<file path="src/rtl/core/bdhr_pkg.sv">
`timescale 1ns / 1ps

package bdhr_pkg;

  localparam int unsigned BUTTONS = 3;
  localparam int unsigned IdxW    = (BUTTONS > 1) ? $clog2(BUTTONS) : 1;
  localparam int unsigned PinW    = 3;
  localparam int unsigned IdW     = 2;
  localparam int unsigned CodeW   = 2;
  localparam int unsigned StampW  = 16;
  localparam int unsigned CountW  = 8;
  localparam int unsigned CfgIdxW = 3;
  localparam int unsigned CfgW    = 16;

  localparam logic [1:0] STAGE_RELEASED = 2'd0;
  localparam logic [1:0] STAGE_PRESSED  = 2'd1;
  localparam logic [1:0] STAGE_HOLD     = 2'd2;
  localparam logic [1:0] STAGE_LOCKED   = 2'd3;

  localparam logic [CodeW-1:0] EV_PRESS   = 2'd0;
  localparam logic [CodeW-1:0] EV_HOLD    = 2'd1;
  localparam logic [CodeW-1:0] EV_REPEAT  = 2'd2;
  localparam logic [CodeW-1:0] EV_RELEASE = 2'd3;

  localparam logic [CfgIdxW-1:0] CFG_HOLD_DELAY   = 3'd0;
  localparam logic [CfgIdxW-1:0] CFG_REPEAT_DELAY = 3'd1;
  localparam logic [CfgIdxW-1:0] CFG_DEBOUNCE     = 3'd2;
  localparam logic [CfgIdxW-1:0] CFG_FLIP         = 3'd3;
  localparam logic [CfgIdxW-1:0] CFG_ACTIVE_HIGH  = 3'd4;

  typedef struct packed {
    logic [StampW-1:0] hold_delay;
    logic [StampW-1:0] repeat_delay;
    logic [CountW-1:0] debounce_count;
    logic              flip_order;
    logic [PinW-1:0]   active_high_mask;
  } cfg_t;

  // Debounced view of one pin after the current tick.
  typedef struct packed {
    logic known;
    logic stable;
  } lane_t;

  typedef struct packed {
    logic             valid;
    logic [CodeW-1:0] code;
    logic [IdW-1:0]   id;
  } event_t;

endpackage

</file>
<file path="src/rtl/core/bdhr_lane.sv">
`timescale 1ns / 1ps

module bdhr_lane
  import bdhr_pkg::*;
(
  input  logic              clk_i,
  input  logic              rst_ni,
  input  logic              tick_i,
  input  logic              level_i,
  input  logic [CountW-1:0] debounce_count_i,
  output lane_t             lane_o
);

  logic              last_q, last_d;
  logic [CountW-1:0] steady_q, steady_d;
  logic              known_q, known_d;
  logic              stable_q, stable_d;
  logic [CountW-1:0] steady_inc;

  assign steady_inc = steady_q + CountW'(1);

  always_comb begin
    last_d   = last_q;
    steady_d = steady_q;
    known_d  = known_q;
    stable_d = stable_q;
    if (tick_i) begin
      if (level_i != last_q) begin
        last_d   = level_i;
        steady_d = '0;
      end else if (steady_inc >= debounce_count_i) begin
        // Accepted; the counter restarts so a steady level is re-accepted later.
        stable_d = level_i;
        known_d  = 1'b1;
        steady_d = '0;
      end else begin
        steady_d = steady_inc;
      end
    end
  end

  always_ff @(posedge clk_i or negedge rst_ni) begin
    if (!rst_ni) begin
      last_q   <= 1'b0;
      steady_q <= '0;
      known_q  <= 1'b0;
      stable_q <= 1'b0;
    end else begin
      last_q   <= last_d;
      steady_q <= steady_d;
      known_q  <= known_d;
      stable_q <= stable_d;
    end
  end

  // The scan sees the level as it stands after this tick's update.
  assign lane_o = '{known: known_d, stable: stable_d};

  a_known_sticks: assert property (@(posedge clk_i) disable iff (!rst_ni)
    known_q |=> known_q)
    else $error("debounced level became unknown again");

endmodule

</file>
<file path="src/rtl/core/bdhr_scan.sv">
`timescale 1ns / 1ps

module bdhr_scan
  import bdhr_pkg::*;
(
  input  logic                 clk_i,
  input  logic                 rst_ni,
  input  logic                 tick_i,
  input  logic                 lock_i,
  input  lane_t [BUTTONS-1:0]  lanes_i,
  input  cfg_t                 cfg_i,
  output event_t               event_o
);

  logic [1:0]        stage_q [BUTTONS];
  logic [StampW-1:0] stamp_q [BUTTONS];
  logic [StampW-1:0] tick_q, tick_d;
  logic [IdxW-1:0]   scan_q, scan_d;

  logic [BUTTONS-1:0] active_high;
  lane_t              sel;
  logic               pressed;
  logic [StampW-1:0]  elapsed;
  logic [1:0]         stage_new;
  logic               stamp_wr;
  logic [IdxW-1:0]    rid;
  event_t             ev;

  for (genvar i = 0; i < BUTTONS; i++) begin : g_hi
    if (i < PinW) begin : g_mask
      assign active_high[i] = cfg_i.active_high_mask[i];
    end else begin : g_low
      assign active_high[i] = 1'b0;
    end
  end

  assign tick_d  = tick_q + StampW'(1);
  assign scan_d  = (scan_q == IdxW'(BUTTONS - 1)) ? '0 : scan_q + IdxW'(1);
  assign sel     = lanes_i[scan_q];
  assign pressed = active_high[scan_q] ? sel.stable : ~sel.stable;
  assign elapsed = tick_d - stamp_q[scan_q];
  assign rid     = cfg_i.flip_order ? IdxW'(BUTTONS - 1) - scan_q : scan_q;

  always_comb begin
    stage_new = stage_q[scan_q];
    stamp_wr  = 1'b0;
    ev        = '{valid: 1'b0, code: EV_PRESS, id: IdW'(rid)};
    if (tick_i && sel.known) begin
      unique case (stage_q[scan_q])
        STAGE_RELEASED: begin
          if (pressed) begin
            stage_new = STAGE_PRESSED;
            stamp_wr  = 1'b1;
            ev.valid  = 1'b1;
            ev.code   = EV_PRESS;
          end
        end
        STAGE_PRESSED: begin
          if (!pressed) begin
            stage_new = STAGE_RELEASED;
            ev.valid  = 1'b1;
            ev.code   = EV_RELEASE;
          end else if (elapsed >= cfg_i.hold_delay) begin
            stage_new = STAGE_HOLD;
            stamp_wr  = 1'b1;
            ev.valid  = 1'b1;
            ev.code   = EV_HOLD;
          end
        end
        STAGE_HOLD: begin
          // Leaving hold is silent.
          if (!pressed) begin
            stage_new = STAGE_RELEASED;
          end else if (elapsed >= cfg_i.repeat_delay) begin
            stamp_wr = 1'b1;
            ev.valid = 1'b1;
            ev.code  = EV_REPEAT;
          end
        end
        default: begin
          if (!pressed) stage_new = STAGE_RELEASED;
        end
      endcase
    end
  end

  always_ff @(posedge clk_i or negedge rst_ni) begin
    if (!rst_ni) begin
      tick_q <= '0;
      scan_q <= '0;
      for (int i = 0; i < BUTTONS; i++) begin
        stage_q[i] <= STAGE_RELEASED;
        stamp_q[i] <= '0;
      end
    end else if (lock_i) begin
      for (int i = 0; i < BUTTONS; i++) stage_q[i] <= STAGE_LOCKED;
    end else if (tick_i) begin
      tick_q          <= tick_d;
      scan_q          <= scan_d;
      stage_q[scan_q] <= stage_new;
      if (stamp_wr) stamp_q[scan_q] <= tick_d;
    end
  end

  assign event_o = ev;

  a_lock_all: assert property (@(posedge clk_i) disable iff (!rst_ni)
    lock_i |=> (stage_q[0] == STAGE_LOCKED && stage_q[BUTTONS-1] == STAGE_LOCKED))
    else $error("lock request did not lock every button");

  a_tick_step: assert property (@(posedge clk_i) disable iff (!rst_ni)
    (tick_i && !lock_i) |=> tick_q == $past(tick_q) + StampW'(1))
    else $error("tick counter did not advance by one");

  a_event_known: assert property (@(posedge clk_i) disable iff (!rst_ni)
    ev.valid |-> (tick_i && sel.known))
    else $error("event raised for a button whose level is unknown");

  a_scan_range: assert property (@(posedge clk_i) disable iff (!rst_ni)
    scan_q <= IdxW'(BUTTONS - 1))
    else $error("scan index out of range");

endmodule

</file>
<file path="src/rtl/core/button_debounce_hold_repeat_core.sv">
`timescale 1ns / 1ps
// Channel  | Signals        | Contents (lowest bit first)
// s_axis   | tdata, tuser   | tdata: pin_levels[2:0]; tuser: action
// m_axis   | tdata, tuser   | tdata: button_id[1:0]; tuser: event_code[1:0]
// cfg      | we, index, data| write-only register port, indices 0..4
//
// Pins are debounced in per-button lanes and the scanned button's stage is
// updated in the same cycle, so requests may arrive on every clock while input
// ready is high. At most one event per request goes to a two-entry output
// buffer; input ready falls only when both entries hold an untaken event.
// Reset clears all state but the output buffer's data and loads the register defaults.

module button_debounce_hold_repeat_core
  import bdhr_pkg::*;
(
  input  logic               clk_i,
  input  logic               rst_ni,
  input  logic               s_axis_tvalid_i,
  output logic               s_axis_tready_o,
  input  logic [7:0]         s_axis_tdata_i,   // pin_levels[2:0], zero fill
  input  logic [0:0]         s_axis_tuser_i,   // action
  output logic               m_axis_tvalid_o,
  input  logic               m_axis_tready_i,
  output logic [7:0]         m_axis_tdata_o,   // button_id[1:0], zero fill
  output logic [CodeW-1:0]   m_axis_tuser_o,   // event_code[1:0]
  input  logic               cfg_we_i,
  input  logic [CfgIdxW-1:0] cfg_index_i,
  input  logic [CfgW-1:0]    cfg_wdata_i
);

  cfg_t                cfg_q;
  logic                accept, tick, lock;
  lane_t [BUTTONS-1:0] lanes;
  event_t              ev;

  logic                      out_valid_q, skid_valid_q;
  logic [CodeW+IdW-1:0]      out_q, skid_q, push_data;
  logic                      push, pop;

  always_ff @(posedge clk_i or negedge rst_ni) begin
    if (!rst_ni) begin
      cfg_q.hold_delay       <= StampW'(1000);
      cfg_q.repeat_delay     <= StampW'(100);
      cfg_q.debounce_count   <= CountW'(10);
      cfg_q.flip_order       <= 1'b0;
      cfg_q.active_high_mask <= PinW'(2);
    end else if (cfg_we_i) begin
      unique case (cfg_index_i)
        CFG_HOLD_DELAY:   cfg_q.hold_delay       <= cfg_wdata_i[StampW-1:0];
        CFG_REPEAT_DELAY: cfg_q.repeat_delay     <= cfg_wdata_i[StampW-1:0];
        CFG_DEBOUNCE:     cfg_q.debounce_count   <= cfg_wdata_i[CountW-1:0];
        CFG_FLIP:         cfg_q.flip_order       <= cfg_wdata_i[0];
        CFG_ACTIVE_HIGH:  cfg_q.active_high_mask <= cfg_wdata_i[PinW-1:0];
        default: ;
      endcase
    end
  end

  assign accept = s_axis_tvalid_i & s_axis_tready_o;
  assign tick   = accept & ~s_axis_tuser_i[0];
  assign lock   = accept & s_axis_tuser_i[0];

  for (genvar i = 0; i < BUTTONS; i++) begin : g_lane
    logic level;
    if (i < PinW) begin : g_pin
      assign level = s_axis_tdata_i[i];
    end else begin : g_nopin
      assign level = 1'b0;
    end
    bdhr_lane u_lane (
      .clk_i            (clk_i),
      .rst_ni           (rst_ni),
      .tick_i           (tick),
      .level_i          (level),
      .debounce_count_i (cfg_q.debounce_count),
      .lane_o           (lanes[i])
    );
  end

  bdhr_scan u_scan (
    .clk_i   (clk_i),
    .rst_ni  (rst_ni),
    .tick_i  (tick),
    .lock_i  (lock),
    .lanes_i (lanes),
    .cfg_i   (cfg_q),
    .event_o (ev)
  );

  assign push      = ev.valid;
  assign push_data = {ev.code, ev.id};
  assign pop       = out_valid_q & m_axis_tready_i;

  always_ff @(posedge clk_i or negedge rst_ni) begin
    if (!rst_ni) begin
      out_valid_q  <= 1'b0;
      skid_valid_q <= 1'b0;
    end else if (!out_valid_q || pop) begin
      if (skid_valid_q) begin
        out_valid_q  <= 1'b1;
        skid_valid_q <= push;
      end else begin
        out_valid_q  <= push;
      end
    end else if (push) begin
      skid_valid_q <= 1'b1;
    end
  end

  always_ff @(posedge clk_i) begin
    if (!out_valid_q || pop) begin
      if (skid_valid_q) begin
        out_q  <= skid_q;
        skid_q <= push_data;
      end else begin
        out_q  <= push_data;
      end
    end else if (push) begin
      skid_q <= push_data;
    end
  end

  assign s_axis_tready_o = ~skid_valid_q;
  assign m_axis_tvalid_o = out_valid_q;
  assign m_axis_tuser_o  = out_q[CodeW+IdW-1:IdW];
  assign m_axis_tdata_o  = {{(8-IdW){1'b0}}, out_q[IdW-1:0]};

  a_skid_order: assert property (@(posedge clk_i) disable iff (!rst_ni)
    skid_valid_q |-> out_valid_q)
    else $error("skid entry held while output register empty");

  a_no_drop: assert property (@(posedge clk_i) disable iff (!rst_ni)
    (push && out_valid_q && !pop) |=> skid_valid_q)
    else $error("event lost while output stalled");

  a_lock_silent: assert property (@(posedge clk_i) disable iff (!rst_ni)
    lock |-> !push)
    else $error("lock request produced an event");

endmodule
</file>
<file path="config.mk">
export PLATFORM = sky130hd
export DESIGN_NAME = button_debounce_hold_repeat_core
export DESIGN_NICKNAME = d
export VERILOG_FILES = /design/src/rtl/core/bdhr_pkg.sv /design/src/rtl/core/bdhr_lane.sv /design/src/rtl/core/bdhr_scan.sv /design/src/rtl/core/button_debounce_hold_repeat_core.sv
export SDC_FILE = /design/constraint.sdc
export NUM_CORES = 1
export LEC_CHECK = 0
export BUFFER_PORTS_ARGS = -buffer_cell sky130_fd_sc_hd__buf_2
export CAP_MARGIN = 20
export CORE_ASPECT_RATIO = 1.75
export CORE_MARGIN = 3
export CORE_UTILIZATION = 55
export DETAILED_ROUTE_END_ITERATION = 7
export MAX_ROUTING_LAYER = met4
export PLACE_DENSITY = 0.73
export SLEW_MARGIN = 20
export SYNTH_ARGS = -nofsm -noshare
export SYNTH_HDL_FRONTEND = slang
export SYNTH_SLANG_ARGS = --single-unit
</file>
<file path="constraint.sdc">
create_clock -name clk_i -period 8 [get_ports clk_i]
set_clock_uncertainty 0.1 [all_clocks]
set_input_delay 0.8 -clock clk_i [delete_from_list [all_inputs] [get_ports clk_i]]
set_output_delay 0.8 -clock clk_i [all_outputs]
set_load 0.01 [all_outputs]
</file>
==> impl_metrics.yaml, run 1 <==
power:
  p_per_area_nw_per_um2: 349
  ir_worst_vdd_mv: 0.183
  p_sw_w: 0.00142
  p_sw_share_pct: 38.8
  seq_power_share_pct: 28.8
  internal-power_w: 0.00224
  leakage_nw: 4.96
  total_power_w: 0.00366
  power.share.clock_pct: 24.2
  comb_power_share_pct: 47.0
clocking:
  clk_pin_slew_ns: 0.06
  numClockSinks: 159
  cts_hold_buf: 0
  clk_latency_ns: 0.43
  cts_max_path_buffers: 2
  h-tree-depth: 4
  cts_tree: "done"
  cts_resized: 0
  ctsRootBufferMaster: "clkbuf_16"
  cts_setup_buffers: 0
  cts_made_buffers: 17
synthesis:
  synth-seq-area-share_pct: 42.3
  synthFlopType: "dfrtp_1"
  ys_seq_elements: 159
  synth_warnings: 0
  synth_cells: 933
  synth.cell_area_um2: 9530
  async_reset_ff_share_pct: 95.0
  ys_types: 69
  syn_area_per_cell_um2: 10.2
  synth_edf_count: 8
setup_path:
  endpoint_kind: "register"
  reg2reg_setup_slack_ns: 1.36
  cp_max_fo: 16
  worstSetupPathType: "reg2reg"
  critPathLaunchType: "register"
  worstPathRequired_ns: 8.21
  critPathArrivalTime_ns: 6.85
sta:
  fmax_ghz: 0.151
  hold_viol: 0
  slew_violations: 0
  rsz0062_at_grt: "no"
  finalWorstPathRequiredPeriod_ns: 6.64
  layout_setup_ws_ns: 1.36
  tns_ns: 0
  relSlewSlack_pct: 27.9
  finalCritPeriodShare_pct: 83.0
  setup_viol: 0
  tightest_slew_ns: 1.08
detailed_routing:
  route.detailed.drc: 0
  wl_um: 20500
  drt_iter0_drc: 263
  detail-route-antenna-nets: 0
  wl_per_cell_um: 17.0
  via_per_inst: 5.61
  routed-via-count: 6762
  first_pass_iters: 5
finish:
  syn_to_final_growth_pct: 9.98
  fin_cells: 1205
  antenna_cells: 0
  final_cell_area_um2: 10500
  drive_gt1_share_pct: 15.5
  nNetsFinal: 1081
die:
  die_w_um: 106
  fp.coreArea_um2: 16900
  pin_count: 45
  die_area_um2: 19000
  start_util_pct: 56.2
  dieHeight_um: 180
  core.rowCount: 63
global_route:
  grt_pass1_vias: 7000
  grt_first_pass_wirelength_um: 34200
  antenna_found_initial: 0
  overflow: 0
  grt_max_degree: 108
  track_usage_pct: 23.4
placed_design:
  dpl.hpwl_um: 15000
  place.gp.congestion: 0.841
  place_ws_ns: 1.43
  port_buffers: 33
  placed_area_um2: 9840
  dp.cells: 1173
status:
  status: "finished, final reports clean"
min_path:
  min_path_type: "reg2reg"
job:
  drv_cap: 0
[cell type report]
cell class	instances	area, µm²
clock inverter	15	215
inverter	54	203
tap	227	284
clock buffer	17	425
multi-input combinational	693	5100
sequential	159	4030
timing repair buffer	40	224
fill	1407	6460
[placed cells by master, fill, tap and decap left out, types with 5 or more instances in the layout]
cell type / Yosys / routed
a21o_1: 13 / 13
edfxtp_1: 8 / 8
dfstp_2: 12 / 12
nand3_1: 22 / 22
mux2_2: 29 / 29
nor3_1: 8 / 8
ha_1: 82 / 82
a32o_1: 10 / 10
o21bai_1: 5 / 5
nor2_1: 60 / 59
nand4_1: 8 / 8
conb_1: 1 / 6
a21oi_1: 45 / 45
and2_1: 7 / 7
o31ai_1: 6 / 6
xor2_1: 28 / 28
buf_4: 6 / 7
xnor2_1: 36 / 36
buf_2: 0 / 32
clkbuf_16: 0 / 17
inv_1: 54 / 54
dfrtp_1: 139 / 139
mux2_4: 27 / 27
a211oi_1: 6 / 6
bufinv_16: 0 / 5
and3_1: 16 / 16
mux2i_1: 23 / 23
nand2b_1: 15 / 15
o21ai_0: 71 / 71
nand2_1: 110 / 110
[cell usage after synthesis (2+ instances only)]
cell type | n | share of area [%]
xor2_1 | 28 | 2.6
and2_1 | 7 | 0.46
nor3b_1 | 5 | 0.39
nor4_1 | 3 | 0.20
and3_1 | 16 | 1.1
o211ai_1 | 4 | 0.32
o31ai_1 | 6 | 0.47
nand4_1 | 8 | 0.53
o21a_1 | 2 | 0.16
nor3_1 | 8 | 0.42
a31oi_1 | 4 | 0.26
o21ai_0 | 71 | 3.7
edfxtp_1 | 8 | 2.5
nand2_1 | 110 | 4.3
mux2i_1 | 23 | 2.4
nand2b_1 | 15 | 0.98
nor2b_1 | 3 | 0.20
nand3_1 | 22 | 1.2
mux2_4 | 27 | 4.3
a211oi_1 | 6 | 0.47
buf_6 | 5 | 0.59
inv_1 | 54 | 2.1
o22ai_1 | 2 | 0.13
a211o_1 | 4 | 0.37
or2_2 | 3 | 0.20
buf_4 | 6 | 0.47
ha_1 | 82 | 11
dfrtp_1 | 139 | 36
dfstp_2 | 12 | 3.3
clkbuf_1 | 17 | 0.67
xnor2_1 | 36 | 3.3
mux2_2 | 29 | 3.4
a21oi_1 | 45 | 2.4
o21bai_1 | 5 | 0.39
nand4b_1 | 2 | 0.18
buf_12 | 3 | 0.63
nor2_1 | 60 | 2.4
a21o_1 | 13 | 1.0
a32o_1 | 10 | 1.1
[state kept, by name, indices dropped and copies added, names as in the netlist]
name,cells
u_scan.stamp_q,48
cfg_q,44
g_lane.u_lane.steady_q,24
u_scan.tick_q,16
u_scan.stage_q,6
out_q,4
skid_q,4
g_lane.u_lane.known_q,3
g_lane.u_lane.last_q,3
g_lane.u_lane.stable_q,3
u_scan.scan_q,2
m_axis_tvalid_o,1
skid_valid_q,1
[path summary, 6_finish.rpt]
check / cells past startpoint / to / from
setup / recovery: 20 / u_scan.stamp_q[5] / u_scan.scan_q[1]
max in group asynchronous: 2 / cfg_q[16] / rst_ni
min in group asynchronous: 1 / u_scan.tick_q[12] / rst_ni
setup reg to reg: 20 / u_scan.stamp_q[5] / u_scan.scan_q[1]
hold / removal: 2 / g_lane[1].u_lane.known_q / g_lane[1].u_lane.known_q
hold reg to reg: 2 / g_lane[1].u_lane.known_q / g_lane[1].u_lane.known_q
[through the flow]
step	hold WS [ns]	utilization (%)
CTS	0.360	61.8
global placement	0.340	58.0
global route	0.373	61.9
finish	0.357	61.9
detailed placement	0.345	58.0
floorplan	0.318	-
[power by group through the flow]
stage                     clock network, W  registers (W)  logic [W]
after detailed placement                 0        0.00107    0.00170
after global placement                   0        0.00106    0.00165
final                             0.000886        0.00105    0.00172
after global routing              0.000941        0.00107    0.00195
after floorplan                          0        0.00104    0.00126
after CTS                         0.000900        0.00105    0.00173
[cell families after synthesis]
logic type,after synthesis,share of synthesized area (%)
other,1,0.0393
adder cells (fa/ha/maj),84,11.1
XOR/XNOR,64,5.88
multiplexers,79,10.1
AND/OR/NAND/NOR,272,13.6
AO/OA/AOI/OAI,188,12.4
flip-flops,159,42.3
buffers and inverters,86,4.53
[critical path, stage by stage, from the launching register on]
cell	delay, ns
dfrtp_1	0.66
nor2_1	0.72
a21oi_1	0.24
fa_1	0.47
a21o_1	0.18
a21oi_1	0.22
o21bai_1	0.12
a211o_1	0.33
nand3_1	0.10
a31oi_1	0.12
a21o_1	0.20
a21oi_1	0.20
xnor2_1	0.16
ha_1	0.32
nand4_1	0.09
nor3_1	0.19
a21o_1	0.20
o211ai_1	0.14
a2111oi_4	0.43
and2_1	0.90
mux2_2	0.42
[per-layer routing]
metal	track usage [%]	share of wire (%)	wire length, µm	up-vias
li1	-	-	-	3320
met4	13.2	5.8	1190	0
met3	3.69	2.4	491	59
met1	24.8	38	7900	3259
met5	-	0	0	-
met2	41.0	53	11000	124
No activity file was read; power rests on OpenSTA's default activity.
==> run 2: changes to the inputs <==
- clock period: 8 -> 6.8 ns (I/O delays scaled with it)
==> impl_metrics.yaml, run 2 (synthesis results as in run 1) <==
sta:
  fmax_ghz: 0.166
  tns_ns: 0
  tightest_slew_ns: 0.867
  relSlewSlack_pct: 42.2
  layout_setup_ws_ns: 0.791
  setup_viol: 0
  hold_viol: 0
  rsz0062_at_grt: "no"
  finalCritPeriodShare_pct: 88.4
  finalWorstPathRequiredPeriod_ns: 6.01
  slew_violations: 0
die:
  fp.coreArea_um2: 16900
  start_util_pct: 56.2
  dieHeight_um: 180
  die_area_um2: 19000
  die_w_um: 106
  core.rowCount: 63
  pin_count: 45
finish:
  layout_commonest_cell: "dfrtp_1"
  syn_to_final_growth_pct: 10.1
  regMostFlops: "u_scan.stamp_q"
  reg_top3: "u_scan.stamp_q (48), cfg_q (44), g_lane.u_lane.steady_q (24)"
  drive_gt1_share_pct: 16.1
  antenna_cells: 0
  nNetsFinal: 1085
  final_cell_mix: "dfrtp_1, nand2_1, ha_1, o21ai_0, nor2_1"
  largest_reg_flops: 48
placed_design:
  dpl.hpwl_um: 15000
  place_ws_ns: 0.792
  port_buffers: 33
  place.gp.congestion: 0.853
global_route:
  grt_first_pass_wirelength_um: 34400
  overflow: 0
  track_usage_pct: 23.4
  antenna_found_initial: 0
  grt_pass1_vias: 7119
  grt_max_degree: 92
detailed_routing:
  route.detailed.drc: 0
  wl_um: 20500
  first_pass_iters: 4
  via_per_inst: 5.64
  detail-route-antenna-nets: 0
  drt_iter0_drc: 212
  routed-via-count: 6813
  wl_per_cell_um: 16.9
power:
  leakage_nw: 4.98
  p_per_area_nw_per_um2: 400
  ir_worst_vdd_mv: 0.209
setup_path:
  worstPathRequired_ns: 7.01
  r2r_cells: 23
  endpoint_kind: "register"
  rr_endpoint: "u_scan.stamp_q[37]"
  cp_max_fo: 16
  r2r-start: "u_scan.scan_q[1]"
  critPathLaunchType: "register"
  critPathArrivalTime_ns: 6.22
  worstSetupPathType: "reg2reg"
  reg2reg_setup_slack_ns: 0.79
clocking:
  cts_tree: "done"
  cts_max_path_buffers: 2
  cts_resized: 0
  ctsRootBufferMaster: "clkbuf_16"
  cts_made_buffers: 17
  h-tree-depth: 4
  clk_latency_ns: 0.43
  clk_pin_slew_ns: 0.06
  cts_hold_buf: 0
  cts_setup_buffers: 0
  numClockSinks: 159
min_path:
  min_path_type: "in2async"
status:
  status: "finished, final reports clean"
job:
  drv_cap: 0
-- run 2: power by group --
group	internal, W	switching (W)
logic	0.000858	0.00110
clock network	0.000594	0.000405
registers	0.00112	0.000115
-- run 2: layout make-up --
| class | count | area (µm²) |
|---|---|---|
| Tap cell | 227 | 284 |
| Multi-Input combinational cell | 693 | 5100 |
| Sequential cell | 159 | 4030 |
| Timing Repair Buffer | 44 | 254 |
| Inverter | 54 | 203 |
| Fill cell | 1422 | 6450 |
| Clock inverter | 14 | 181 |
| Clock buffer | 18 | 439 |
-- run 2: through the flow --
stage / power, W / util, % / instances / hold WS [ns] / cell area, µm²
finish: 0.00419 / 61.9 / 1209 / 0.192 / 10500
global route: 0.00456 / 61.9 / 1209 / 0.282 / 10500
floorplan: 0.00271 / - / 938 / 0.284 / 9550
detailed placement: 0.00320 / 58.2 / 1177 / 0.355 / 9870
CTS: 0.00424 / 61.9 / 1209 / 0.257 / 10500
global placement: 0.00314 / 58.2 / 1177 / 0.344 / 9870
-- run 2: worst max-delay path, stage by stage, from the launching register on --
cell       delay, ns
dfrtp_1         0.76
buf_4           0.38
mux2i_1         0.25
nor2_1          0.06
a21oi_1         0.20
ha_1            0.31
a21o_1          0.20
a21oi_1         0.22
o21bai_1        0.11
a211o_1         0.32
nand3_1         0.10
a31oi_1         0.12
a21o_1          0.20
a21oi_1         0.17
xnor2_1         0.15
ha_1            0.32
nand4_1         0.09
nor3_1          0.19
a21o_1          0.19
o211ai_1        0.14
a2111oi_4       0.45
and2_1          0.18
buf_4           0.28
mux2_2          0.38
-- run 2: worst max path at each step --
| stage | startpoint | endpoint | slack [ns] | cells after the start |
|---|---|---|---|---|
| 3_3_place_gp | u_scan.scan_q[1] | u_scan.stamp_q[6] | 0.82 | 23 |
| 5_1_grt | u_scan.scan_q[1] | u_scan.stamp_q[34] | 0.33 | 23 |
| 3_5_place_dp | u_scan.scan_q[1] | u_scan.stamp_q[1] | 0.79 | 23 |
| 2_1_floorplan | u_scan.scan_q[1] | u_scan.stamp_q[10] | 0.91 | 28 |
| 4_1_cts | u_scan.scan_q[1] | u_scan.stamp_q[37] | 0.76 | 23 |
| 6_report | u_scan.scan_q[1] | u_scan.stamp_q[37] | 0.79 | 23 |
-- run 2: layer usage --
| layer | global-route usage, % | wire, µm | vias up |
|---|---|---|---|
| met5 | - | 0 | - |
| li1 | - | - | 3334 |
| met1 | 24.1 | 7820 | 3318 |
| met3 | 3.41 | 369 | 62 |
| met4 | 13.7 | 1170 | 0 |
| met2 | 41.5 | 11100 | 99 |
